### src/hdl/assert_macros.svh
// Assertion macros shared by the framer RTL.
`ifndef ASSERT_MACROS_SVH
`define ASSERT_MACROS_SVH
`ifndef SYNTHESIS
// expression must hold at every rising clock edge outside reset
`define ASSERT_ALWAYS(label, clk, rst, expr) \
  label: assert property (@(posedge clk) disable iff (rst) (expr)) \
    else $error("assertion failed");
// overlapping implication
`define ASSERT_IMPL(label, clk, rst, ante, cons) \
  label: assert property (@(posedge clk) disable iff (rst) (ante) |-> (cons)) \
    else $error("assertion failed");
// next-cycle implication
`define ASSERT_NEXT(label, clk, rst, ante, cons) \
  label: assert property (@(posedge clk) disable iff (rst) (ante) |=> (cons)) \
    else $error("assertion failed");
`else
`define ASSERT_ALWAYS(label, clk, rst, expr)
`define ASSERT_IMPL(label, clk, rst, ante, cons)
`define ASSERT_NEXT(label, clk, rst, ante, cons)
`endif
`endif

### src/hdl/lsrf_pkg.sv
// Shared constants of the load segment record framer.
`default_nettype none
package lsrf_pkg;
  localparam int MAX_RUN_DEF = 32;
  localparam int CFG_W       = 16;
  localparam int ADDR_W      = 16;

  localparam logic [7:0] TYPE_DATA  = 8'h01;
  localparam logic [7:0] TYPE_ENTRY = 8'h02;

  localparam logic ACT_DATA  = 1'b0;
  localparam logic ACT_FLUSH = 1'b1;

  localparam logic REG_HAS_ENTRY  = 1'b0;
  localparam logic REG_ENTRY_ADDR = 1'b1;

  localparam logic [2:0] HDR_LAST = 3'd4;
endpackage
`default_nettype wire

### src/hdl/lsrf_if.sv
// Request channels: input items and encoded output bytes.
`default_nettype none
interface lsrf_in_if;
  logic        valid;
  logic        ready;
  logic        action;
  logic [15:0] address;
  logic [7:0]  data_byte;
  modport source (output valid, action, address, data_byte, input ready);
  modport sink   (input valid, action, address, data_byte, output ready);
endinterface

interface lsrf_out_if;
  logic       valid;
  logic       ready;
  logic [7:0] out_byte;
  logic       last_of_run;
  modport source (output valid, out_byte, last_of_run, input ready);
  modport sink   (input valid, out_byte, last_of_run, output ready);
endinterface
`default_nettype wire

### src/hdl/load_segment_record_framer.sv
// Load segment record framer: gathers contiguous byte runs and frames them as records.
// A data byte that extends the open run is taken and causes no output.
// A request that closes an n-byte run holds off the next request while it is framed:
// accept, 5 header bytes, a buffer read, n run bytes; an entry record adds 5 header bytes.
// A flush with only an entry record sends 5 header bytes; output stalls stretch each step.
// Synchronous reset clears the open run, the registers and both valid flags.
`default_nettype none
`include "assert_macros.svh"
module load_segment_record_framer #(
  parameter int MAX_RUN = lsrf_pkg::MAX_RUN_DEF
) (
  input  wire logic                     clk,
  input  wire logic                     rst,
  input  wire logic                     cfg_we,
  input  wire logic                     cfg_index,
  input  wire logic [lsrf_pkg::CFG_W-1:0] cfg_data,
  lsrf_in_if.sink                       in_ch,
  lsrf_out_if.source                    out_ch
);
  import lsrf_pkg::*;

  localparam int CNT_W = $clog2(MAX_RUN + 1);
  localparam int IDX_W = (MAX_RUN > 1) ? $clog2(MAX_RUN) : 1;

  typedef enum logic [1:0] {S_IDLE, S_HDR, S_BODY} state_t;

  state_t              state;
  logic [CNT_W-1:0]    run_count;
  logic [ADDR_W-1:0]   run_start;
  logic                has_entry;
  logic [ADDR_W-1:0]   entry_address;
  logic [2:0]          hidx;
  logic                hdr_entry;
  logic                flush_item;
  logic [ADDR_W-1:0]   pend_addr;
  logic [7:0]          pend_data;
  logic [CNT_W-1:0]    rd_idx;
  logic [CNT_W-1:0]    wr_cnt;
  logic                q_valid;
  logic                out_valid;
  logic [7:0]          out_byte;
  logic                out_last;

  logic [7:0]          mem [MAX_RUN];
  logic [7:0]          mem_q;
  logic                mem_we;
  logic [IDX_W-1:0]    mem_wa;
  logic [7:0]          mem_wd;
  logic                rd_en;

  logic                accept;
  logic                out_free;
  logic                out_load;
  logic                contiguous;
  logic                run_full;
  logic                breaks_run;
  logic                run_append;
  logic                consume;
  logic                body_end;
  logic [7:0]          hdr_byte;
  logic [ADDR_W-1:0]   hdr_addr;
  logic [ADDR_W-1:0]   hdr_len;

  assign in_ch.ready        = (state == S_IDLE);
  assign accept             = in_ch.valid && in_ch.ready;
  assign out_ch.valid       = out_valid;
  assign out_ch.out_byte    = out_byte;
  assign out_ch.last_of_run = out_last;
  assign out_free           = !out_valid || out_ch.ready;

  // 17-bit sum: a run ending at 0xFFFF never matches address 0
  assign contiguous = ({1'b0, run_start} + {{(ADDR_W + 1 - CNT_W){1'b0}}, run_count})
                      == {1'b0, in_ch.address};
  assign run_full   = (run_count >= CNT_W'(MAX_RUN));
  assign breaks_run = (run_count != '0) && (!contiguous || run_full);
  assign run_append = accept && (in_ch.action == ACT_DATA) && !breaks_run;

  assign consume  = (state == S_BODY) && q_valid && out_free;
  assign body_end = consume && (wr_cnt == run_count - CNT_W'(1));
  assign rd_en    = (state == S_BODY) && (rd_idx < run_count) && (!q_valid || consume);
  assign out_load = ((state == S_HDR) && out_free) || consume;

  always_comb begin
    mem_we = 1'b0;
    mem_wa = run_count[IDX_W-1:0];
    mem_wd = in_ch.data_byte;
    if (run_append) begin
      mem_we = 1'b1;
    end else if (body_end && !flush_item) begin
      mem_we = 1'b1;
      mem_wa = '0;
      mem_wd = pend_data;
    end
  end

  always_comb begin
    hdr_addr = hdr_entry ? entry_address : run_start;
    hdr_len  = hdr_entry ? '0 : {{(ADDR_W - CNT_W){1'b0}}, run_count};
    unique case (hidx)
      3'd0:    hdr_byte = hdr_entry ? TYPE_ENTRY : TYPE_DATA;
      3'd1:    hdr_byte = hdr_addr[7:0];
      3'd2:    hdr_byte = hdr_addr[15:8];
      3'd3:    hdr_byte = hdr_len[7:0];
      3'd4:    hdr_byte = hdr_len[15:8];
      default: hdr_byte = '0;
    endcase
  end

  always_ff @(posedge clk) begin
    if (mem_we) mem[mem_wa] <= mem_wd;
  end

  always_ff @(posedge clk) begin
    if (rd_en) mem_q <= mem[rd_idx[IDX_W-1:0]];
  end

  always_ff @(posedge clk) begin
    if (rst) begin
      has_entry     <= 1'b0;
      entry_address <= '0;
    end else if (cfg_we) begin
      unique case (cfg_index)
        REG_HAS_ENTRY:  has_entry     <= cfg_data[0];
        REG_ENTRY_ADDR: entry_address <= cfg_data[ADDR_W-1:0];
        default:        has_entry     <= has_entry;
      endcase
    end
  end

  always_ff @(posedge clk) begin
    if (rst) begin
      state     <= S_IDLE;
      run_count <= '0;
      run_start <= '0;
      q_valid   <= 1'b0;
      out_valid <= 1'b0;
      hidx      <= '0;
      hdr_entry <= 1'b0;
      flush_item <= 1'b0;
      rd_idx    <= '0;
      wr_cnt    <= '0;
    end else begin
      if (out_load) begin
        out_valid <= 1'b1;
      end else if (out_ch.ready) begin
        out_valid <= 1'b0;
      end
      unique case (state)
        S_IDLE: begin
          if (accept) begin
            pend_addr  <= in_ch.address;
            pend_data  <= in_ch.data_byte;
            flush_item <= (in_ch.action == ACT_FLUSH);
            hidx       <= '0;
            if (in_ch.action == ACT_DATA) begin
              if (breaks_run) begin
                hdr_entry <= 1'b0;
                state     <= S_HDR;
              end else begin
                if (run_count == '0) run_start <= in_ch.address;
                run_count <= run_count + CNT_W'(1);
              end
            end else if (run_count != '0) begin
              hdr_entry <= 1'b0;
              state     <= S_HDR;
            end else if (has_entry) begin
              hdr_entry <= 1'b1;
              state     <= S_HDR;
            end
          end
        end
        S_HDR: begin
          if (out_free) begin
            out_byte  <= hdr_byte;
            out_last  <= hdr_entry && (hidx == HDR_LAST);
            hidx      <= hidx + 3'd1;
            if (hidx == HDR_LAST) begin
              rd_idx <= '0;
              wr_cnt <= '0;
              state  <= hdr_entry ? S_IDLE : S_BODY;
            end
          end
        end
        S_BODY: begin
          if (rd_en) begin
            rd_idx  <= rd_idx + CNT_W'(1);
            q_valid <= 1'b1;
          end else if (consume) begin
            q_valid <= 1'b0;
          end
          if (consume) begin
            out_byte  <= mem_q;
            out_last  <= body_end && !(flush_item && has_entry);
            wr_cnt    <= wr_cnt + CNT_W'(1);
          end
          if (body_end) begin
            hidx <= '0;
            if (flush_item) begin
              run_count <= '0;
              hdr_entry <= 1'b1;
              state     <= has_entry ? S_HDR : S_IDLE;
            end else begin
              run_count <= CNT_W'(1);
              run_start <= pend_addr;
              state     <= S_IDLE;
            end
          end
        end
        default: state <= S_IDLE;
      endcase
    end
  end

  `ASSERT_ALWAYS(a_count_bound, clk, rst, run_count <= CNT_W'(MAX_RUN))
  `ASSERT_IMPL(a_q_in_body, clk, rst, q_valid, state == S_BODY)
  `ASSERT_IMPL(a_reads_track, clk, rst, state == S_BODY, rd_idx == wr_cnt + CNT_W'(q_valid))
  `ASSERT_NEXT(a_append, clk, rst, run_append, run_count == CNT_W'($past(run_count) + CNT_W'(1)))
endmodule
`default_nettype wire

### src/flat_wrapper.sv
// flat-port wrapper written by rule: the top's interface ports become plain ports
module load_segment_record_framer_flat import lsrf_pkg::*;
#(
  parameter int MAX_RUN = lsrf_pkg::MAX_RUN_DEF
)
  (clk, rst, cfg_we, cfg_index, cfg_data, in_ch_valid, in_ch_action, in_ch_address, in_ch_data_byte, in_ch_ready, out_ch_valid, out_ch_out_byte, out_ch_last_of_run, out_ch_ready);
  lsrf_in_if in_ch_i ();
  lsrf_out_if out_ch_i ();
  input  wire logic clk;
  input  wire logic rst;
  input  wire logic cfg_we;
  input  wire logic cfg_index;
  input  wire logic [lsrf_pkg::CFG_W-1:0] cfg_data;
  input wire logic [$bits(in_ch_i.valid)-1:0] in_ch_valid;
  input wire logic [$bits(in_ch_i.action)-1:0] in_ch_action;
  input wire logic [$bits(in_ch_i.address)-1:0] in_ch_address;
  input wire logic [$bits(in_ch_i.data_byte)-1:0] in_ch_data_byte;
  output wire logic [$bits(in_ch_i.ready)-1:0] in_ch_ready;
  output wire logic [$bits(out_ch_i.valid)-1:0] out_ch_valid;
  output wire logic [$bits(out_ch_i.out_byte)-1:0] out_ch_out_byte;
  output wire logic [$bits(out_ch_i.last_of_run)-1:0] out_ch_last_of_run;
  input wire logic [$bits(out_ch_i.ready)-1:0] out_ch_ready;
  assign in_ch_i.valid = in_ch_valid;
  assign in_ch_i.action = in_ch_action;
  assign in_ch_i.address = in_ch_address;
  assign in_ch_i.data_byte = in_ch_data_byte;
  assign in_ch_ready = in_ch_i.ready;
  assign out_ch_valid = out_ch_i.valid;
  assign out_ch_out_byte = out_ch_i.out_byte;
  assign out_ch_last_of_run = out_ch_i.last_of_run;
  assign out_ch_i.ready = out_ch_ready;
  load_segment_record_framer #(.MAX_RUN(MAX_RUN)) u_core (.clk(clk), .rst(rst), .cfg_we(cfg_we), .cfg_index(cfg_index), .cfg_data(cfg_data), .in_ch(in_ch_i), .out_ch(out_ch_i));
endmodule
### config.mk
export PLATFORM = sky130hd
export DESIGN_NAME = load_segment_record_framer_flat
export DESIGN_NICKNAME = d
export VERILOG_FILES = /design/src/hdl/lsrf_pkg.sv /design/src/hdl/lsrf_if.sv /design/src/hdl/load_segment_record_framer.sv /design/src/flat_wrapper.sv
export VERILOG_INCLUDE_DIRS = /design/src /design/src/hdl
export SDC_FILE = /design/constraint.sdc
export NUM_CORES = 1
export LEC_CHECK = 0
export BUFFER_PORTS_ARGS = -buffer_cell sky130_fd_sc_hd__buf_2
export CAP_MARGIN = 20
export CORE_ASPECT_RATIO = 1.5
export CORE_UTILIZATION = 45
export CTS_CLUSTER_DIAMETER = 200
export CTS_CLUSTER_SIZE = 14
export DETAILED_ROUTE_END_ITERATION = 10
export GPL_TIMING_DRIVEN = 0
export PLACE_DENSITY = 0.67
export SLEW_MARGIN = 0
export SYNTH_ARGS = -nofsm -noshare
export SYNTH_HDL_FRONTEND = slang
export SYNTH_SLANG_ARGS = --single-unit
export TNS_END_PERCENT = 20
### constraint.sdc
create_clock -name clk -period 5.49 [get_ports clk]
set_input_delay 1.647 -clock clk [delete_from_list [all_inputs] [get_ports clk]]
set_output_delay 1.647 -clock clk [all_outputs]
set_load 0.01 [all_outputs]
Word level (Yosys, flattened, before mapping)

Memories as Yosys holds them, arrays and structs flattened. A register that Yosys moved wholly into a read port is not among the register bits.
Index checks and enable logic that the tools add are counted.

Memories: 1
Logic and storage cells: 160
Bits in writable memories: 256
Register bits after elaboration: 93

Mux-type cells: 65
Add/subtract/negate cells: 6
Equality and inequality tests: 21
Order comparisons: 2
Reductions and logical operators: 46
Bitwise logic cells: 3

Memories:

| memory     | depth | bits a word | rd ports | clocked after Yosys merged registers in | wr ports | RTL line                         | text |
|---|---|---|---|---|---|---|---|
| u_core.mem | 32    | 8           | 1        | 1                                       | 1        | load_segment_record_framer.sv:44 | `logic [7:0] mem [MAX_RUN];` |

Operators with widths:

| cell                                                             | number |
|---|---|
| 16-bit two-way mux                                               | 7 |
| 6-bit two-way mux                                                | 9 |
| 8-bit one-hot mux with 5 select lines                            | 1 |
| 6-bit one-hot mux with 2 select lines                            | 3 |
| 8-bit two-way mux                                                | 4 |
| 16-bit one-hot mux with 2 select lines                           | 1 |
| 2-bit two-way mux                                                | 11 |
| 1-bit two-way mux                                                | 19 |
| 6-bit by 1-bit adder with 6-bit output (second input constant)   | 3 |
| 16-bit by 6-bit adder with 17-bit output                         | 1 |
| 17-bit by 16-bit == test with 1-bit output                       | 1 |
| 8-bit one-hot mux with 2 select lines                            | 1 |
| 4-bit AND reduction                                              | 4 |
| 1-bit logical AND                                                | 14 |
| 2-bit != test (second input constant)                            | 6 |
| 6-bit AND reduction                                              | 2 |
| 5-bit two-way mux                                                | 2 |
| 2-bit by 1-bit != test with 1-bit output (second input constant) | 5 |
| 3-bit two-way mux                                                | 3 |
| 3-bit one-hot mux with 3 select lines                            | 1 |
| 2-bit AND reduction                                              | 4 |
| 2-bit nonzero test                                               | 4 |
| 7-bit AND reduction                                              | 1 |
| 3-bit by 2-bit == test with 1-bit output (second input constant) | 2 |
| other kinds (23)                                                 | 34 |

Longest topological paths before layout

Gate-level depths: netlist of run 1.

Depth after elaboration: 10
Gate-level depth with buffers: 12
Gate-level depth less buffers: 10

Worst setup path after synthesis of run 1

OpenSTA, ideal clock, no wires.

Kind: input to register
From: input in_ch_address[6]
To: memory u_core.mem[17][0], enable pin
Cell stages on the path: 8
Arrival: 4.010 ns
Library setup time: 0.383 ns
Data required time: 5.107 ns
Setup slack: 1.096 ns
Path buffers: 0
Cell sequence: and2_1 > a2111oi_0 > nand3b_1 > nor4_1 > nand4_1 > nor4_2 > nand4_1 > nor3_1

Cells in the longest elaborated chain, start to end: 9
Elaborated cells on any way between the ends: 10
Those cells by class: eq/ne (1); mux (4); reduce/logical (5)

Ends and longest elaborated chain:

| what                                         | RTL line                          | text |
|---|---|---|
| start: declaration                           | flat_wrapper.sv:16                | `input wire logic [$bits(in_ch_i.address)-1:0] in_ch_address;` |
| 17-bit by 16-bit == test with 1-bit output * | load_segment_record_framer.sv:73  | `== {1'b0, in_ch.address};` |
| 1-bit zero test *                            | load_segment_record_framer.sv:75  | `assign breaks_run = (run_count != '0) && (!contiguous \|\| run_full);` |
| 1-bit logical OR *                           | load_segment_record_framer.sv:75  |  |
| 1-bit logical AND *                          | load_segment_record_framer.sv:75  |  |
| 1-bit zero test *                            | load_segment_record_framer.sv:76  | `assign run_append = accept && (in_ch.action == ACT_DATA) && !breaks_run;` |
| 1-bit logical AND *                          | load_segment_record_framer.sv:76  |  |
| 1-bit two-way mux                            | load_segment_record_framer.sv:87  | `if (run_append) begin` |
| 1-bit two-way mux                            | load_segment_record_framer.sv:110 | `if (mem_we) mem[mem_wa] <= mem_wd;` |
| 1-bit two-way mux (not written as such)      | load_segment_record_framer.sv:110 |  |
| end: declaration                             | load_segment_record_framer.sv:44  |  |

Mark *: on every way between the ends. The rest lies on a longest branch, timed or not.

Worst setup path after layout of run 1

From: input in_ch_address[6]
To: memory u_core.mem[0][0], enable pin

Same word-level chain as after synthesis.

==> results.toml, run 1 <==
[global_route]
grt_max_degree = 33
overflow = 0
grt_pass1_wl_mm = 56.9
antenna_found_initial = 0
grt_usage_pct = 21.7
grt_pass1_vias = 9429

[drt]
m1WireLength_mm = 13.9
via_per_inst = 5.93
wl_met3_mm = 1.25
drt_wl_total_mm = 37.2
dr.max_layer_used = "met4"
wl_per_cell_um = 24.0
firstDrtPassIters = 5
route.met2.wl_mm = 20.0
vias = 9204
ant_nets = 0
drc = 0
drt_iter0_drc = 732

[worst_setup_path]
cpMaxStageDelayCell = "o22ai_1"
cp_top_family = "compound AO/OA/AOI/OAI gates"
r2r-start = "u_core.run_start[0]"
critPathLaunchType = "input port"
r2r_cells = 10
cp_max_fo = 8
crit_arrival_ns = 5.37
worstSetupEndpointType = "flip-flop"
cp.required_ns = 5.68
crit_chain = "buf_2 > and2_1 > a2111oi_0 > nand3b_1 > nor4_1 > nand4_1 > o31ai_2 > o211ai_1 > o22ai_1"
rr_endpoint = "u_core.mem[0][0]"
critPathBufInv = 1
max_stage_delay_ns = 0.83
r2r_slack_ns = 0.42
criticalPathCategory = "in -> reg"

[die]
start_util_pct = 45.9
io_pins = 58
dieArea_sq_um = 35100
die_h_um = 229
rows = 82
core_sq_um = 33700
fp.dieW_um = 153

[cts]
cts_resized = 0
htree_levels = 1
clock_sinks = 357
cts_hold_buf = 0
cts-root-buf = "clkbuf_16"
post-cts-setup-buffers = 0
cts_tree = "done"
clock_path_buffers = 3
cts.clk_slew.worst_paths_ns = 0.06
cts-buffers-inserted = 29
clock_latency_ns = 0.57

[timing]
setup-violations-final = 0
fin_crit_sh_pct = 94.3
min_period_ns = 5.18
worstMarginPinSlew_ns = 0.997
skew_ns = 0.0154
max_freq_ghz = 0.193
hold_viol_final = 0
relSlewSlack_pct = 33.5
grt_setup_unrepaired = "no"
drv_slew = 0

[layout]
instances_no_fill = 1553
final_common_cell = "edfxtp_1"
nets = 1179
mostFrequentLayoutCells = "297 x edfxtp_1, 101 x nand2_1, 80 x mux4_2, 79 x nor2_1, 65 x clkbuf_1"
drive_gt1_share_pct = 19.0
multi_input_area_sq_um = 5000
final_area_sq_um = 17100
nFillCells = 2794
diodes = 0
syn_to_final_growth_pct = 11.0
final-seq-area_sq_um = 10100

[logic_synthesis]
ys_seq_area_share_pct = 65.5
yosys-top-cells-area = "edfxtp_1 58%, mux4_2 12%, dfxtp_1 7.8%"
synth_top_area_share_pct = 57.7
ys_warn_count = 0
ys_ff_latch = 357
synth_ff_type = "edfxtp_1"
yosysTopAreaCell = "edfxtp_1"
syn_nets = 1086
synth_cell_types = 68
async_reset_ff_share_pct = 0
syn_area_sq_um = 15400
synth_edf_count = 297
netlist_instances = 1018
avgSynthCellArea_sq_um = 15.2

[power]
static-leakage-power_nw = 5.44
powerDensity_nw_per_um2 = 304
finalPower_mw = 5.21
ir_drop_mv = 0.218

[flow_run]
drv_cap = 0

[placed_design]
port_buffers = 56
dpl.cell_count = 1500
dpl_cell_area_sq_um = 16300
place_congestion = 0.898
dpl.hpwl_mm = 27.1

[hold_path]
worstHoldPathCells = 2
hp-class = "reg -> reg"
hold_end = "u_core.entry_address[3]"
min-delay-start = "u_core.entry_address[3]"

[run_status]
outcome = "finished clean"
[state kept, by name, indices dropped and copies added, names as in the netlist, 2 cells and up]
register,flops
u_core.state,2
u_core.rd_idx,6
u_core.mem_q,8
u_core.hidx,3
u_core.run_start,16
u_core.pend_addr,16
u_core.run_count,6
u_core.out_ch.out_byte,8
u_core.wr_cnt,6
u_core.mem,256
u_core.entry_address,16
u_core.pend_data,8
[cells in the mapped netlist, types with 3 or more instances]
| cell | count |
|---|---|
| edfxtp_1 | 297 |
| nand2_1 | 101 |
| mux4_2 | 80 |
| nor2_1 | 80 |
| dfxtp_1 | 60 |
| a21oi_1 | 50 |
| clkbuf_1 | 43 |
| xnor2_1 | 21 |
| ha_1 | 20 |
| mux2_2 | 19 |
| a311oi_1 | 17 |
| nand3_1 | 17 |
| inv_1 | 15 |
| nor3_1 | 15 |
| xor2_1 | 14 |
| nand4_1 | 12 |
| o21ai_0 | 12 |
| a22oi_1 | 9 |
| nor2b_1 | 9 |
| nand2b_1 | 8 |
| a22o_1 | 7 |
| a211oi_1 | 6 |
| a21o_1 | 6 |
| buf_1 | 6 |
| o211ai_1 | 6 |
| a221oi_1 | 5 |
| nor4_1 | 5 |
| a221o_1 | 4 |
| clkbuf_8 | 4 |
| nand3b_1 | 4 |
| o22ai_1 | 4 |
| a2111oi_0 | 3 |
| a21o_2 | 3 |
| a41o_1 | 3 |
| and4_1 | 3 |
| buf_6 | 3 |
| mux2i_1 | 3 |
| o21a_1 | 3 |
| or3_1 | 3 |
| or4_1 | 3 |
[final cells by class]
cell class	count	area share (%)
clock buffer	51	4.72
clock inverter	2	0.102
timing repair buffer	62	1.96
sequential	357	59.0
inverter	15	0.328
tap	420	3.07
multi-input combinational	589	29.2
buffer	57	1.62
[worst reg2reg max path, stage by stage, from the launching register on]
cell and delay [ns]:
dfxtp_1 0.38, ha_1 0.28, fa_1 0.51, a211oi_1 0.56, nor2_1 0.13, xnor2_1 0.16, nor4_1 0.48, nand4_1 0.36
o31ai_2 0.67, o211ai_1 0.34, o22ai_1 0.83
[per-stage QoR]
stage / hold slack [ns] / worst slack [ns] / util [%] / setup TNS (ns)
4_1_cts: 0.459 / 0.436 / 50.9 / 0
3_3_place_gp: 0.444 / -0.313 / 48.3 / -8.53
2_1_floorplan: 0.430 / 1.10 / - / 0
5_1_grt: 0.484 / 0.147 / 50.9 / 0
3_5_place_dp: 0.450 / -0.156 / 48.5 / -6.78
6_report: 0.455 / 0.312 / 50.9 / 0
[layer usage]
layer  vias to the layer above  track usage, %
met1                      4683            24.3
li1                       4183               -
met5                         -               0
met2                       250            40.0
met3                        88            2.07
met4                         0            12.5
[power by group]
group | internal [mW] | total, mW | switching, mW | leakage [nW]
clock network | 0.995 | 1.91 | 0.916 | 0.392
registers | 2.97 | 3.00 | 0.0291 | 3.17
logic | 0.107 | 0.301 | 0.193 | 1.88
[cell families after synthesis]
group / Yosys count / synth area share, %
flops: 357 / 65.5
simple gates: 272 / 8.08
compound gates: 159 / 7.27
mux: 102 / 13.2
buf+inv: 72 / 2.16
xor+xnor: 35 / 1.98
fa+ha+maj: 21 / 1.75
[worst max path at each step]
stage	start	to	slack, ns	depth (start not counted)
detailed placement	in_ch_address[6]	u_core.mem[0][1]	-0.16	9
global placement	in_ch_address[6]	u_core.mem[17][3]	-0.31	9
global route	in_ch_address[6]	u_core.mem[0][0]	0.15	9
finish	in_ch_address[6]	u_core.mem[0][0]	0.31	9
CTS	in_ch_address[6]	u_core.mem[0][0]	0.44	9
floorplan	in_ch_address[6]	u_core.mem[17][0]	1.10	8
(Power assumes the default switching activity.)
==> run 2, diff against run 1 <==
- MAX_ROUTING_LAYER: not set -> met4
==> results.toml, run 2 (synthesis results as in run 1) <==
[layout]
drive_gt1_share_pct = 19.0
nets = 1179
nFillCells = 2828
final-seq-area_sq_um = 10100
syn_to_final_growth_pct = 11.0
final_common_cell = "edfxtp_1"
multi_input_area_sq_um = 5000
final_area_sq_um = 17100
largest_reg_flops = 256
mostFrequentLayoutCells = "297 x edfxtp_1, 101 x nand2_1, 80 x mux4_2, 79 x nor2_1, 66 x clkbuf_1"
utilization_pct = 50.9
diodes = 0
instances_no_fill = 1554
regMostFlops = "u_core.mem"

[power]
static-leakage-power_nw = 5.44
ir_drop_mv = 0.214
p_seq_share_pct = 57.6
finalPower_mw = 5.20
switching_share_pct = 21.7
power.switching_mw = 1.13
internal_power_mw = 4.07
powerDensity_nw_per_um2 = 304
p_clk_share_pct = 36.6
combPwrFrac_pct = 5.8

[worst_setup_path]
cpMaxStageDelayCell = "o22ai_1"
cp.required_ns = 5.68
critPathLaunchType = "input port"
cp_top_family = "compound AO/OA/AOI/OAI gates"
cp_max_fo = 8
worstSetupEndpointType = "flip-flop"
crit_chain = "buf_2 > and2_1 > a2111oi_0 > nand3b_1 > nor4_1 > nand4_1 > o31ai_2 > o211ai_1 > o22ai_1"
critPathBufInv = 1
max_stage_delay_ns = 0.86
crit_arrival_ns = 5.38
criticalPathCategory = "in -> reg"

[cts]
htree_levels = 1
post-cts-setup-buffers = 0
clock_sinks = 357
clock_path_buffers = 3
cts-buffers-inserted = 29
clock_latency_ns = 0.58
cts_resized = 0
cts_hold_buf = 0
cts.clk_slew.worst_paths_ns = 0.07
cts_tree = "done"
cts-root-buf = "clkbuf_16"

[drt]
drc = 0
ant_nets = 0
wl_per_cell_um = 23.7
vias = 9142
drt_wl_total_mm = 36.8
firstDrtPassIters = 5
via_per_inst = 5.88
drt_iter0_drc = 680

[placed_design]
dpl_cell_area_sq_um = 16300
port_buffers = 56
dp_slack_ns = -0.226
dpl.hpwl_mm = 26.8
dpl.cell_count = 1500
place_congestion = 0.919

[global_route]
met3_usage_pct = 2.03
top_usage_layer = "met2"
grt_pass1_wl_mm = 57.2
use_met1_pct = 24.6
use_met2_pct = 40.8
overflow = 0
grt_usage_pct = 22.5
grt_max_degree = 33
antenna_found_initial = 0
grt_pass1_vias = 9532

[timing]
max_freq_ghz = 0.193
relSlewSlack_pct = 30.5
drv_slew = 0
skew_ns = 0.0223
setup-violations-final = 0
hold_viol_final = 0
fin_setup_tns_ns = 0
min_period_ns = 5.19
hold_ws_ns = 0.457
setup_ws_ns = 0.305
grt_setup_unrepaired = "no"
fin_crit_sh_pct = 94.5
worstMarginPinSlew_ns = 1.04

[die]
io_pins = 58
dieArea_sq_um = 35100
start_util_pct = 45.9
rows = 82
die_h_um = 229
core_sq_um = 33700
fp.dieW_um = 153

[run_status]
outcome = "finished clean"

[hold_path]
hp-class = "reg -> reg"

[flow_run]
drv_cap = 0
[run 2: cell types whose count changed in the layout (fill, tap and decap cells not counted), sizes merged]
cell / before / now
clkbuf: 98 / 99
[run 2: area by class of cell]
| class | count | area share (%) |
|---|---|---|
| Timing Repair Buffer | 62 | 1.96 |
| Sequential cell | 357 | 59.0 |
| Multi-Input combinational cell | 589 | 29.2 |
| Clock buffer | 52 | 4.74 |
| Inverter | 15 | 0.328 |
| Buffer | 57 | 1.62 |
| Tap cell | 420 | 3.07 |
| Clock inverter | 2 | 0.102 |
[run 2: layer usage]
metal  vias up  part of all wire [%]
met3        85                   3.9
met1      4615                    37
li1       4183                     -
met2       259                    55
met5         -                     0
met4         0                   4.9
[run 2: power groups by stage]
| stage | sequential (mW) | combinational (mW) | clock [mW] |
|---|---|---|---|
| global route | 3.00 | 0.328 | 2.04 |
| CTS | 3.00 | 0.300 | 1.95 |
| detailed placement | 3.06 | 0.299 | 0 |
| global placement | 3.06 | 0.289 | 0 |
| floorplan | 3.05 | 0.187 | 0 |
| finish | 3.00 | 0.300 | 1.91 |
[run 2: worst paths after layout]
| check | from | end | slack (ns) | cells after the start |
|---|---|---|---|---|
| worst max-delay path | in_ch_address[6] | u_core.mem[0][3] | 0.30 | 9 |
| worst min-delay path | u_core.entry_address[0] | u_core.entry_address[0] | 0.46 | 2 |
| worst max register to register | u_core.run_start[0] | u_core.mem[0][3] | 0.42 | 10 |
| worst min register to register | u_core.entry_address[0] | u_core.entry_address[0] | 0.46 | 2 |
[run 2: worst min-delay path, delay by kind of cell, from the launching register on]
kind,cells,cell delay (ns)
AND/OR/NAND/NOR,1,0.05
AO/OA/AOI/OAI,1,0.05
flip-flops,1,0.31
